--- src/slpg_pkg.sv ---
// Types, constants and helpers for the status LED pattern generator.
package slpg_pkg;

  localparam int unsigned LedW      = 4;
  localparam int unsigned StampW    = 32;
  localparam int unsigned IntervalW = 16;
  localparam int unsigned CfgIdxW   = 2;
  localparam int unsigned StepW     = 2;

  // Register indexes on the configuration port
  localparam logic [CfgIdxW-1:0] CfgSequenceStep = 2'd0;
  localparam logic [CfgIdxW-1:0] CfgSearchPhase  = 2'd1;
  localparam logic [CfgIdxW-1:0] CfgBlink        = 2'd2;

  localparam logic [IntervalW-1:0] SequenceStepRst = 16'd250;
  localparam logic [IntervalW-1:0] SearchPhaseRst  = 16'd150;
  localparam logic [IntervalW-1:0] BlinkRst        = 16'd500;

  localparam logic [LedW-1:0] LedsDark  = 4'h0;
  localparam logic [LedW-1:0] LedsAll   = 4'hF;
  localparam logic [LedW-1:0] LedsFirst = 4'h1;
  localparam logic [LedW-1:0] LedsOuter = 4'h9;
  localparam logic [LedW-1:0] LedsInner = 4'h6;

  localparam logic [StepW-1:0] SearchOuterStep = 2'd0;
  localparam logic [StepW-1:0] SearchInnerStep = 2'd2;

  typedef struct packed {
    logic [IntervalW-1:0] sequence_step_ms;
    logic [IntervalW-1:0] search_phase_ms;
    logic [IntervalW-1:0] blink_ms;
  } cfg_t;

  typedef struct packed {
    logic              in_done_mode;
    logic              in_search_mode;
    logic              blink_lit;
    logic [StampW-1:0] blink_stamp;
    logic [StepW-1:0]  walk_position;
    logic              walk_lit_phase;
    logic [StampW-1:0] walk_stamp;
    logic [StepW-1:0]  search_step;
    logic [StampW-1:0] search_stamp;
    logic [LedW-1:0]   led_register;
  } state_t;

  localparam state_t StateRst = '{
    in_done_mode:   1'b0,
    in_search_mode: 1'b0,
    blink_lit:      1'b1,
    blink_stamp:    '0,
    walk_position:  '0,
    walk_lit_phase: 1'b1,
    walk_stamp:     '0,
    search_step:    '0,
    search_stamp:   '0,
    led_register:   LedsDark
  };

  function automatic logic [LedW-1:0] search_pattern(input logic [StepW-1:0] step);
    logic [LedW-1:0] leds;
    case (step)
      SearchOuterStep: leds = LedsOuter;
      SearchInnerStep: leds = LedsInner;
      default:         leds = LedsDark;
    endcase
    return leds;
  endfunction

  // Wrapping elapsed-time check
  function automatic logic interval_elapsed(input logic [StampW-1:0]    now,
                                            input logic [StampW-1:0]    stamp,
                                            input logic [IntervalW-1:0] interval);
    logic [StampW-1:0] diff;
    diff = now - stamp;
    return diff >= {{(StampW-IntervalW){1'b0}}, interval};
  endfunction

endpackage

--- src/slpg_if.sv ---
// Stream and configuration channel interfaces.
interface slpg_in_if import slpg_pkg::*; ();
  logic              valid;
  logic              ready;
  logic [StampW-1:0] now_ms;
  logic              is_running;
  logic              is_searching;
  logic              is_done;

  modport source (output valid, now_ms, is_running, is_searching, is_done, input ready);
  modport sink   (input valid, now_ms, is_running, is_searching, is_done, output ready);
endinterface

interface slpg_out_if import slpg_pkg::*; ();
  logic            valid;
  logic            ready;
  logic [LedW-1:0] led_levels;

  modport source (output valid, led_levels, input ready);
  modport sink   (input valid, led_levels, output ready);
endinterface

interface slpg_cfg_if import slpg_pkg::*; ();
  logic                 valid;
  logic                 ready;
  logic [CfgIdxW-1:0]   index;
  logic [IntervalW-1:0] data;

  modport source (output valid, index, data, input ready);
  modport sink   (input valid, index, data, output ready);
endinterface

--- src/status_led_pattern_generator.sv ---
// An accepted tick beat passes the input register and then the result register to become its LED beat.
// Throughput: one tick per cycle unless the output stalls; the pattern state updates in the same
// cycle the result register loads, so the next tick sees it without a bubble.
// Reset: rst_ni clears the pattern state, mode memory and beat flags and loads the interval
// registers with their defaults; no clearing sweep, the block is ready right after reset.
module status_led_pattern_generator import slpg_pkg::*; (
  input  logic             clk_i,
  input  logic             rst_ni,
  slpg_cfg_if.sink         cfg_i,
  slpg_in_if.sink          in_i,
  slpg_out_if.source       out_o
);

  cfg_t              cfg_q;
  state_t            state_q, state_d;
  logic              s1_valid_q;
  logic [StampW-1:0] s1_now_q;
  logic              s1_running_q, s1_searching_q, s1_done_q;
  logic              out_valid_q;
  logic [LedW-1:0]   out_leds_q;
  logic              advance;

  assign cfg_i.ready = 1'b1;

  always_ff @(posedge clk_i or negedge rst_ni) begin
    if (!rst_ni) begin
      cfg_q.sequence_step_ms <= SequenceStepRst;
      cfg_q.search_phase_ms  <= SearchPhaseRst;
      cfg_q.blink_ms         <= BlinkRst;
    end else if (cfg_i.valid) begin
      case (cfg_i.index)
        CfgSequenceStep: cfg_q.sequence_step_ms <= cfg_i.data;
        CfgSearchPhase:  cfg_q.search_phase_ms  <= cfg_i.data;
        CfgBlink:        cfg_q.blink_ms         <= cfg_i.data;
        default: ;
      endcase
    end
  end

  // result register is free or being drained this cycle
  assign advance     = !out_valid_q || out_o.ready;
  assign in_i.ready  = !s1_valid_q || advance;

  always_ff @(posedge clk_i or negedge rst_ni) begin
    if (!rst_ni) begin
      s1_valid_q <= 1'b0;
    end else if (in_i.ready) begin
      s1_valid_q <= in_i.valid;
    end
  end

  always_ff @(posedge clk_i) begin
    if (in_i.ready && in_i.valid) begin
      s1_now_q       <= in_i.now_ms;
      s1_running_q   <= in_i.is_running;
      s1_searching_q <= in_i.is_searching;
      s1_done_q      <= in_i.is_done;
    end
  end

  slpg_step u_step (
    .state_i        (state_q),
    .cfg_i          (cfg_q),
    .now_ms_i       (s1_now_q),
    .is_running_i   (s1_running_q),
    .is_searching_i (s1_searching_q),
    .is_done_i      (s1_done_q),
    .state_o        (state_d)
  );

  always_ff @(posedge clk_i or negedge rst_ni) begin
    if (!rst_ni) begin
      state_q     <= StateRst;
      out_valid_q <= 1'b0;
    end else if (advance) begin
      out_valid_q <= s1_valid_q;
      if (s1_valid_q) begin
        state_q <= state_d;
      end
    end
  end

  always_ff @(posedge clk_i) begin
    if (advance && s1_valid_q) begin
      out_leds_q <= state_d.led_register;
    end
  end

  assign out_o.valid      = out_valid_q;
  assign out_o.led_levels = out_leds_q;

endmodule

--- src/slpg_step.sv ---
// Next-state logic for one tick of the LED pattern generator.
module slpg_step import slpg_pkg::*; (
  input  state_t            state_i,
  input  cfg_t              cfg_i,
  input  logic [StampW-1:0] now_ms_i,
  input  logic              is_running_i,
  input  logic              is_searching_i,
  input  logic              is_done_i,
  output state_t            state_o
);

  always_comb begin
    state_t nx;
    nx = state_i;
    if (!is_running_i && !is_done_i) begin
      nx.led_register   = LedsDark;
      nx.in_done_mode   = 1'b0;
      nx.in_search_mode = 1'b0;
    end else if (is_done_i) begin
      if (!state_i.in_done_mode) begin
        nx.in_done_mode   = 1'b1;
        nx.in_search_mode = 1'b0;
        nx.walk_position  = '0;
        nx.walk_lit_phase = 1'b1;
        nx.walk_stamp     = now_ms_i;
        nx.led_register   = LedsFirst;
      end
      if (interval_elapsed(now_ms_i, nx.walk_stamp, cfg_i.sequence_step_ms)) begin
        nx.walk_stamp = now_ms_i;
        if (nx.walk_lit_phase) begin
          nx.led_register   = nx.led_register & ~(LedsFirst << nx.walk_position);
          nx.walk_lit_phase = 1'b0;
        end else begin
          nx.walk_position  = nx.walk_position + 1'b1;
          nx.led_register   = nx.led_register | (LedsFirst << nx.walk_position);
          nx.walk_lit_phase = 1'b1;
        end
      end
    end else if (is_searching_i) begin
      if (!state_i.in_search_mode) begin
        nx.in_search_mode = 1'b1;
        nx.in_done_mode   = 1'b0;
        nx.search_step    = SearchOuterStep;
        nx.search_stamp   = now_ms_i;
        nx.led_register   = LedsOuter;
      end
      if (interval_elapsed(now_ms_i, nx.search_stamp, cfg_i.search_phase_ms)) begin
        nx.search_stamp = now_ms_i;
        nx.search_step  = nx.search_step + 1'b1;
        nx.led_register = search_pattern(nx.search_step);
      end
    end else begin
      // coming straight from off keeps the old blink phase and stamp
      if (state_i.in_done_mode || state_i.in_search_mode) begin
        nx.in_done_mode   = 1'b0;
        nx.in_search_mode = 1'b0;
        nx.blink_lit      = 1'b1;
        nx.blink_stamp    = now_ms_i;
        nx.led_register   = LedsAll;
      end
      if (interval_elapsed(now_ms_i, nx.blink_stamp, cfg_i.blink_ms)) begin
        nx.blink_stamp  = now_ms_i;
        nx.blink_lit    = ~nx.blink_lit;
        nx.led_register = nx.blink_lit ? LedsAll : LedsDark;
      end
    end
    state_o = nx;
  end

endmodule

--- src/flat_wrapper.sv ---
// flat-port wrapper written by rule: the top's interface ports become plain ports
module status_led_pattern_generator_flat import slpg_pkg::*;
  (clk_i, rst_ni, cfg_i_valid, cfg_i_index, cfg_i_data, cfg_i_ready, in_i_valid, in_i_now_ms, in_i_is_running, in_i_is_searching, in_i_is_done, in_i_ready, out_o_valid, out_o_led_levels, out_o_ready);
  slpg_cfg_if cfg_i_i ();
  slpg_in_if in_i_i ();
  slpg_out_if out_o_i ();
  input  logic clk_i;
  input  logic rst_ni;
  input wire logic [$bits(cfg_i_i.valid)-1:0] cfg_i_valid;
  input wire logic [$bits(cfg_i_i.index)-1:0] cfg_i_index;
  input wire logic [$bits(cfg_i_i.data)-1:0] cfg_i_data;
  output wire logic [$bits(cfg_i_i.ready)-1:0] cfg_i_ready;
  input wire logic [$bits(in_i_i.valid)-1:0] in_i_valid;
  input wire logic [$bits(in_i_i.now_ms)-1:0] in_i_now_ms;
  input wire logic [$bits(in_i_i.is_running)-1:0] in_i_is_running;
  input wire logic [$bits(in_i_i.is_searching)-1:0] in_i_is_searching;
  input wire logic [$bits(in_i_i.is_done)-1:0] in_i_is_done;
  output wire logic [$bits(in_i_i.ready)-1:0] in_i_ready;
  output wire logic [$bits(out_o_i.valid)-1:0] out_o_valid;
  output wire logic [$bits(out_o_i.led_levels)-1:0] out_o_led_levels;
  input wire logic [$bits(out_o_i.ready)-1:0] out_o_ready;
  assign cfg_i_i.valid = cfg_i_valid;
  assign cfg_i_i.index = cfg_i_index;
  assign cfg_i_i.data = cfg_i_data;
  assign cfg_i_ready = cfg_i_i.ready;
  assign in_i_i.valid = in_i_valid;
  assign in_i_i.now_ms = in_i_now_ms;
  assign in_i_i.is_running = in_i_is_running;
  assign in_i_i.is_searching = in_i_is_searching;
  assign in_i_i.is_done = in_i_is_done;
  assign in_i_ready = in_i_i.ready;
  assign out_o_valid = out_o_i.valid;
  assign out_o_led_levels = out_o_i.led_levels;
  assign out_o_i.ready = out_o_ready;
  status_led_pattern_generator u_core (.clk_i(clk_i), .rst_ni(rst_ni), .cfg_i(cfg_i_i), .in_i(in_i_i), .out_o(out_o_i));
endmodule
--- config.mk ---
export PLATFORM = sky130hd
export DESIGN_NAME = status_led_pattern_generator_flat
export DESIGN_NICKNAME = d
export VERILOG_FILES = /design/src/slpg_pkg.sv /design/src/slpg_if.sv /design/src/status_led_pattern_generator.sv /design/src/slpg_step.sv /design/src/flat_wrapper.sv
export SDC_FILE = /design/constraint.sdc
export NUM_CORES = 1
export LEC_CHECK = 0
export BUFFER_PORTS_ARGS = -buffer_cell sky130_fd_sc_hd__buf_2
export CAP_MARGIN = 0
export CELL_PAD_IN_SITES_DETAIL_PLACEMENT = 0
export CELL_PAD_IN_SITES_GLOBAL_PLACEMENT = 1
export CORE_UTILIZATION = 45
export DETAILED_ROUTE_END_ITERATION = 7
export PLACE_DENSITY_LB_ADDON = 0.1
export SLEW_MARGIN = 30
export SYNTH_ARGS = -nofsm -noshare
export SYNTH_HDL_FRONTEND = slang
export SYNTH_HIERARCHICAL = 1
export SYNTH_SLANG_ARGS = --single-unit
--- constraint.sdc ---
create_clock -name clk_i -period 6.1 [get_ports clk_i]
set_input_delay 0.305 -clock clk_i [delete_from_list [all_inputs] [get_ports clk_i]]
set_output_delay 0.305 -clock clk_i [all_outputs]
set_load 0.03 [all_outputs]
# [Yosys cells after proc, flatten, opt, wreduce, memory -nomap -nowiden]
# Cells that the tools add are included.
[totals] reg_bits=197 inputBits=58
[classes] add_sub_neg=5 n_lt_le_gt_ge=3 n_eq_ne=5 n_shift=2 mux=33 n_bitwise=7 n_reduce_logical=22
[op_table] op="35-bit 2-to-1 mux" n=8
[op_table] op="38-bit 2-to-1 mux" n=5
[op_table] op="32-bit by 16-bit greater-or-equal comparator with 1-bit output" n=3
[op_table] op="32-bit subtractor" n=3
[op_table] op="4-bit 2-to-1 mux" n=11
[op_table] op="33-bit 2-to-1 mux" n=1
[op_table] op="4-bit AND reduction" n=3
[op_table] op="2-bit 2-to-1 mux" n=5
[op_table] op="5-bit AND reduction" n=2
[op_table] op="4-bit one-hot mux with 2 select lines" n=1
[op_table] op="2-bit AND reduction" n=4
[op_table] op="1-bit by 2-bit << shifter with 4-bit output, first input constant" n=2
[op_table] op="2-bit by 1-bit adder with 2-bit output, second input constant" n=2
[op_table] op="4-bit bitwise AND" n=1
[op_table] op="2-bit == test, second input constant" n=2
[op_table] op="1-bit logical NOT" n=4
[op_table] op="2-bit logical NOT" n=2
[op_table] op="4-bit != test, second input constant" n=1
[op_table] op="1-bit inverter" n=4
[op_table] op="4-bit inverter" n=1
[op_table] op="4-bit bitwise OR" n=1
[op_table] op="4-bit nonzero test" n=1
[op_table] op="1-bit logical AND" n=3
[op_table] op="1-bit logical OR" n=3
[op_table] op="3 further kinds" n=4

# [Longest topological paths before layout]
[logic_depth] depth_word=11 mapped_depth=30 mapped_depth_nobuf=26

# [By module]
# The synthesis kept the hierarchy.
[by_module_without_submodules] module="slpg_step" n_inst=1 cells_each=1567 area_per_inst_um2=11029.3 seq_area_each_um2=0.0
[by_module_without_submodules] module="status_led_pattern_generator" n_inst=1 cells_each=379 area_per_inst_um2=7113.1 seq_area_each_um2=5147.4

# [Worst setup path after synthesis]
# No wires, ideal clock.
[synth_path] path_kind="register -> register" start="register u_core/state_q[107] (netlist name)" end="register u_core/state_q[62] (netlist name)" setup_time_ns=0.125 arrival_time_ns=5.869 t_required_ns=5.975 slack_ns=0.106 stages_incl_launch_ff=30 cell_sequence="dfrtp_1 > clkbuf_1 > clkbuf_1 > buf_1 > nand2_1 > o21ai_0 > ha_1 > inv_1 > fa_1 > a211o_1 > a211oi_4 > o21ai_2 > nand2_1 > nand2_1 > a21oi_1 > xnor2_1 > ha_1 > nor2b_1 > o21ai_0 > nand2_1 > a2111o_1 > nor4_1 > nand4b_1 > or2_1 > buf_6 > o21ai_4 > buf_6 > buf_12 > mux2_4 > mux2_2"
[synth_between] elab_chain_len=6
[synth_rtl] item="start, declared" line_no="status_led_pattern_generator.sv:15" source="state_t state_q, state_d;"
[synth_rtl] item="start signal, assigned" line_no="status_led_pattern_generator.sv:73" source="state_q <= StateRst;"
[synth_rtl] item="start signal, assigned" line_no="status_led_pattern_generator.sv:78" source="state_q <= state_d;"
[synth_rtl] item="35-bit 2-to-1 mux *" line_no="slpg_step.sv:20" source="if (!state_i.in_done_mode) begin"
[synth_rtl] item="35-bit 2-to-1 mux *" line_no="slpg_step.sv:19" source="end else if (is_done_i) begin"
[synth_rtl] item="35-bit 2-to-1 mux *" line_no="slpg_step.sv:15" source="if (!is_running_i && !is_done_i) begin"
[synth_rtl] item="32-bit subtractor" line_no="slpg_pkg.sv:75" source="diff = now - stamp;"
[synth_rtl] item="32-bit by 16-bit greater-or-equal comparator with 1-bit output" line_no="slpg_pkg.sv:76" source="return diff >= {{(StampW-IntervalW){1'b0}}, interval};"
[synth_rtl] item="35-bit 2-to-1 mux *" line_no="slpg_step.sv:28" source="if (interval_elapsed(now_ms_i, nx.walk_stamp, cfg_i.sequence_step_ms)) begin"
# Every way passes the cells marked *; elsewhere a longest branch is shown, timed or not. The select of a mux whose other input is x is not followed.
# A chain may end at the register's enable or synchronous reset.

# [Worst setup path after layout]
[layout_path] start="register u_core/state_q[106] (netlist name)" end="register u_core/state_q[35] (netlist name)"
[layout_between] elab_chain_len=7
[layout_rtl] item="38-bit 2-to-1 mux *" line_no="slpg_step.sv:40" source="if (!state_i.in_search_mode) begin"
[layout_rtl] item="38-bit 2-to-1 mux *" line_no="slpg_step.sv:39" source="end else if (is_searching_i) begin"
[layout_rtl] item="38-bit 2-to-1 mux *" line_no="slpg_step.sv:19"
[layout_rtl] item="38-bit 2-to-1 mux *" line_no="slpg_step.sv:15"
[layout_rtl] item="32-bit subtractor" line_no="slpg_pkg.sv:75"
[layout_rtl] item="32-bit by 16-bit greater-or-equal comparator with 1-bit output" line_no="slpg_pkg.sv:76"
[layout_rtl] item="38-bit 2-to-1 mux *" line_no="slpg_step.sv:47" source="if (interval_elapsed(now_ms_i, nx.search_stamp, cfg_i.search_phase_ms)) begin"
# Marked as above.

==> metrics <==
commonest non-fill, non-tap cells in the layout=mux2_2 (211), a21oi_1 (146), dfrtp_1 (138); CP Data Arrival Time=6130 ps; synth unique cells=around 110; grt ovf=0; DR iter-0 viols=1116; maximum root-to-sink buffer count=2; crit-path leading delay family=simple AND/OR/NAND/NOR gates; Worst Hold End=u_core/s1_now_q[19]; clk_skew=between 15 and 20 ps; Critical R2R Launch=u_core/state_q[106]; DRC=0; layout cell share with drive strength beyond 1=22.74%; final setup TNS=0 ps; highest clock rate=0.1733 GHz; Worst setup EP type=register; Slew headroom=a little under two fifths; leakage=~8.6 nW; CP Depth=22; vias per cell=6.099; CTS Buf Count=17; Post-Place Cells=2472; Avg Inst Size Synth=9.323 um^2; final WL=54.61 mm; HP Class=input port to register; setup ws final=328.7 ps; CTS tree=done; Max Cap Viol=0; Global Route Usage Sum=roughly 27%; top cells by area, synth=dfrtp_1 (19%), mux2_2 (13%), ha_1 (9.4%), edfxtp_1 (6.5%), a21oi_1 (4.0%); Setup CP Type=register to register; pre-CTS WS=roughly 74 ps; Most used DFF post-synth=dfrtp_1; Hold Crit Start=in_i_now_ms[19]; global-route wire length before repair=85.64 mm; Layout Cells excl Fill=2540; Final Setup Violations=0; vias in the first global route=15.04k; Crit path top cell by count=a21o_1; Clock Sink Count=197; status=finished clean; Die Footprint=roughly 40000 um^2; Synth top area share=about 19%; root buf cell=clkbuf_16; largest net degree at the start of global routing=62; final antenna-violating net count=0; initial core utilization=a little under half; die height=202.8 um; Port Buffer Count=between 60 and 70; Slew @ Worst Pin=~900 ps; most common cell after layout, fill and taps aside=mux2_2; leading area contributor after synthesis=dfrtp_1; Syn Inst Count=roughly 1.9k; Worst Reg-to-Reg Cells=22; r2r setup slk=330 ps; area grow syn2layout=10.05%; asr flop ratio synth=about four fifths; register area share after synthesis=about 28%; row count=73; final hold vios=0; Max Fanout on Critical Path=25; clock latency on the worst-skew pair=~480 ps; Clock transition at path regs=roughly 80 ps; Placer Congestion=0.8866; Peak supply drop=0.1848 mV; Post-Syn Nets=roughly 2.1k; WL/cell=21.50 um; IO Pins=65; cells along the critical path=buf_4 -> mux2i_1 -> ha_1 -> nand2_1 -> or4_1 -> a21o_1 -> and2_4 -> xnor2_1 -> ha_1 -> a21o_1 -> a21o_1 -> a22oi_1 -> o221ai_1 -> nor4b_2 -> nand4_1 -> nor4_1 -> nand4bb_1 -> nor2_2 -> or2_2 -> buf_12 -> mux2_2 -> mux2_2; Power Total=7.918 mW; Die Span X=202.8 um; Core ar.=39730 um^2; post-layout util=50.25%; FF+latch count, synth=197; Post-synth EDFFs=39; reg2reg end=u_core/state_q[35]; Post-Synthesis Cell Area=around 18000 um^2; Synth Warn #=6; RSZ-0062 raised after global routing=false; Final Max Slew Viols=0; H-tree Lvls=4; Hold Path Cell Cnt=1; Slowest cell on crit path=or4_1; via count=15.49k; Detailed Routing Iterations Pass 1=5; antenna violations before repair=0; Tmin final=between 5000 and 6000 ps; Final period util=94.61%; Final nets=between 2k and 2.5k; required time of the critical path=~6500 ps; worst path bufs/invs=2; slowest stage delay, CP=about 530 ps; HPWL after DPL=41.66 mm; Startpoint Class=register; Power Density=396.6 nW/um^2
report_power, final:
part | switching [mW] | leakage (nW) | internal [mW] | total (mW)
logic | 2.52 | 6.05 | 2.09 | 4.61
clock network | 0.602 | 0.294 | 0.591 | 1.19
registers | 0.361 | 2.25 | 1.75 | 2.11
stage by stage:
| step | area, um^2 | hold slack (ps) |
|---|---|---|
| final | 19970 | 24.05 |
| after global routing | 19960 | 1.971 |
| after CTS | 19910 | 0.7494 |
| after detailed placement | 18990 | 338.5 |
| after global placement | 18990 | 328.6 |
| after floorplan | 18140 | 9.409 |
synth_stat cells (23+ instances only):
library cell,number
a21o_1,43
a21oi_1,146
a31o_2,36
and2_1,38
buf_2,23
clkbuf_1,59
dfrtp_1,140
edfxtp_1,39
ha_1,137
inv_1,89
mux2_2,211
mux2i_1,73
nand2_1,133
nand2b_1,28
nand3_1,24
nor2_1,88
nor3_1,42
o21a_1,23
o21ai_0,89
xnor2_1,32
xor2_1,39
worst max-delay path by stage:
stage                                    from                 end  slack (ps)
after floorplan           u_core/state_q[107]  u_core/state_q[62]         110
after global placement     u_core/s1_now_q[0]   u_core/state_q[9]          80
after detailed placement   u_core/s1_now_q[0]   u_core/state_q[7]          70
after CTS                  u_core/s1_now_q[0]  u_core/state_q[35]          40
after global routing      u_core/state_q[106]  u_core/state_q[11]           5
final                     u_core/state_q[106]  u_core/state_q[35]         330
cell families (layout without fill, tap and decap cells):
logic type | Yosys count | count (layout) | synth area share, %
AO/OA/AOI/OAI | 557 | 557 | 21.36
AND/OR/NAND/NOR | 481 | 481 | 13.97
other | 1 | 2 | 0.02067
adder cells (fa/ha/maj) | 147 | 147 | 10.12
buffers and inverters | 199 | 267 | 4.862
multiplexers | 293 | 293 | 17.87
XOR/XNOR | 71 | 71 | 3.428
flip-flops | 197 | 197 | 28.37
registers in the layout, summed over array words and instances (netlist names):
register / flops
u_core/cfg_q: 48
u_core/s1_valid_q: 1
u_core/s1_running_q: 1
u_core/out_o.led_levels: 4
u_core/state_q: 108
u_core/s1_searching_q: 1
u_core/s1_done_q: 1
u_core/out_o.valid: 1
u_core/s1_now_q: 32
cell type report:
class                      instances  area, um^2
sequential                       197        5150
fill                            3775       19770
multi-input combinational       1550       12140
tap                              525       656.9
clock buffer                      18       429.2
inverter                          91       341.6
antenna                            1       2.502
timing repair buffer             144        1059
clock inverter                    14       187.7
what timing repair did:
action / CTS / global route
hold buffers: 30 / 0
pin swaps: 1 / 3
setup endpoints to repair: 1 / 63
buffers inserted: 1 / 4
resized for setup: 0 / 7
endpoints found under the hold margin: 83 / 0
layer usage:
layer / global-route usage, % / routed length, um / vias up
li1: - / - / 7444
met1: 37.68 / 25750 / 7633
met2: 42.29 / 25030 / 353
met3: 2.970 / 2282 / 62
met4: 10.18 / 1547 / 0
met5: 0 / 0 / -
Power figures use the tool's default switching activity.
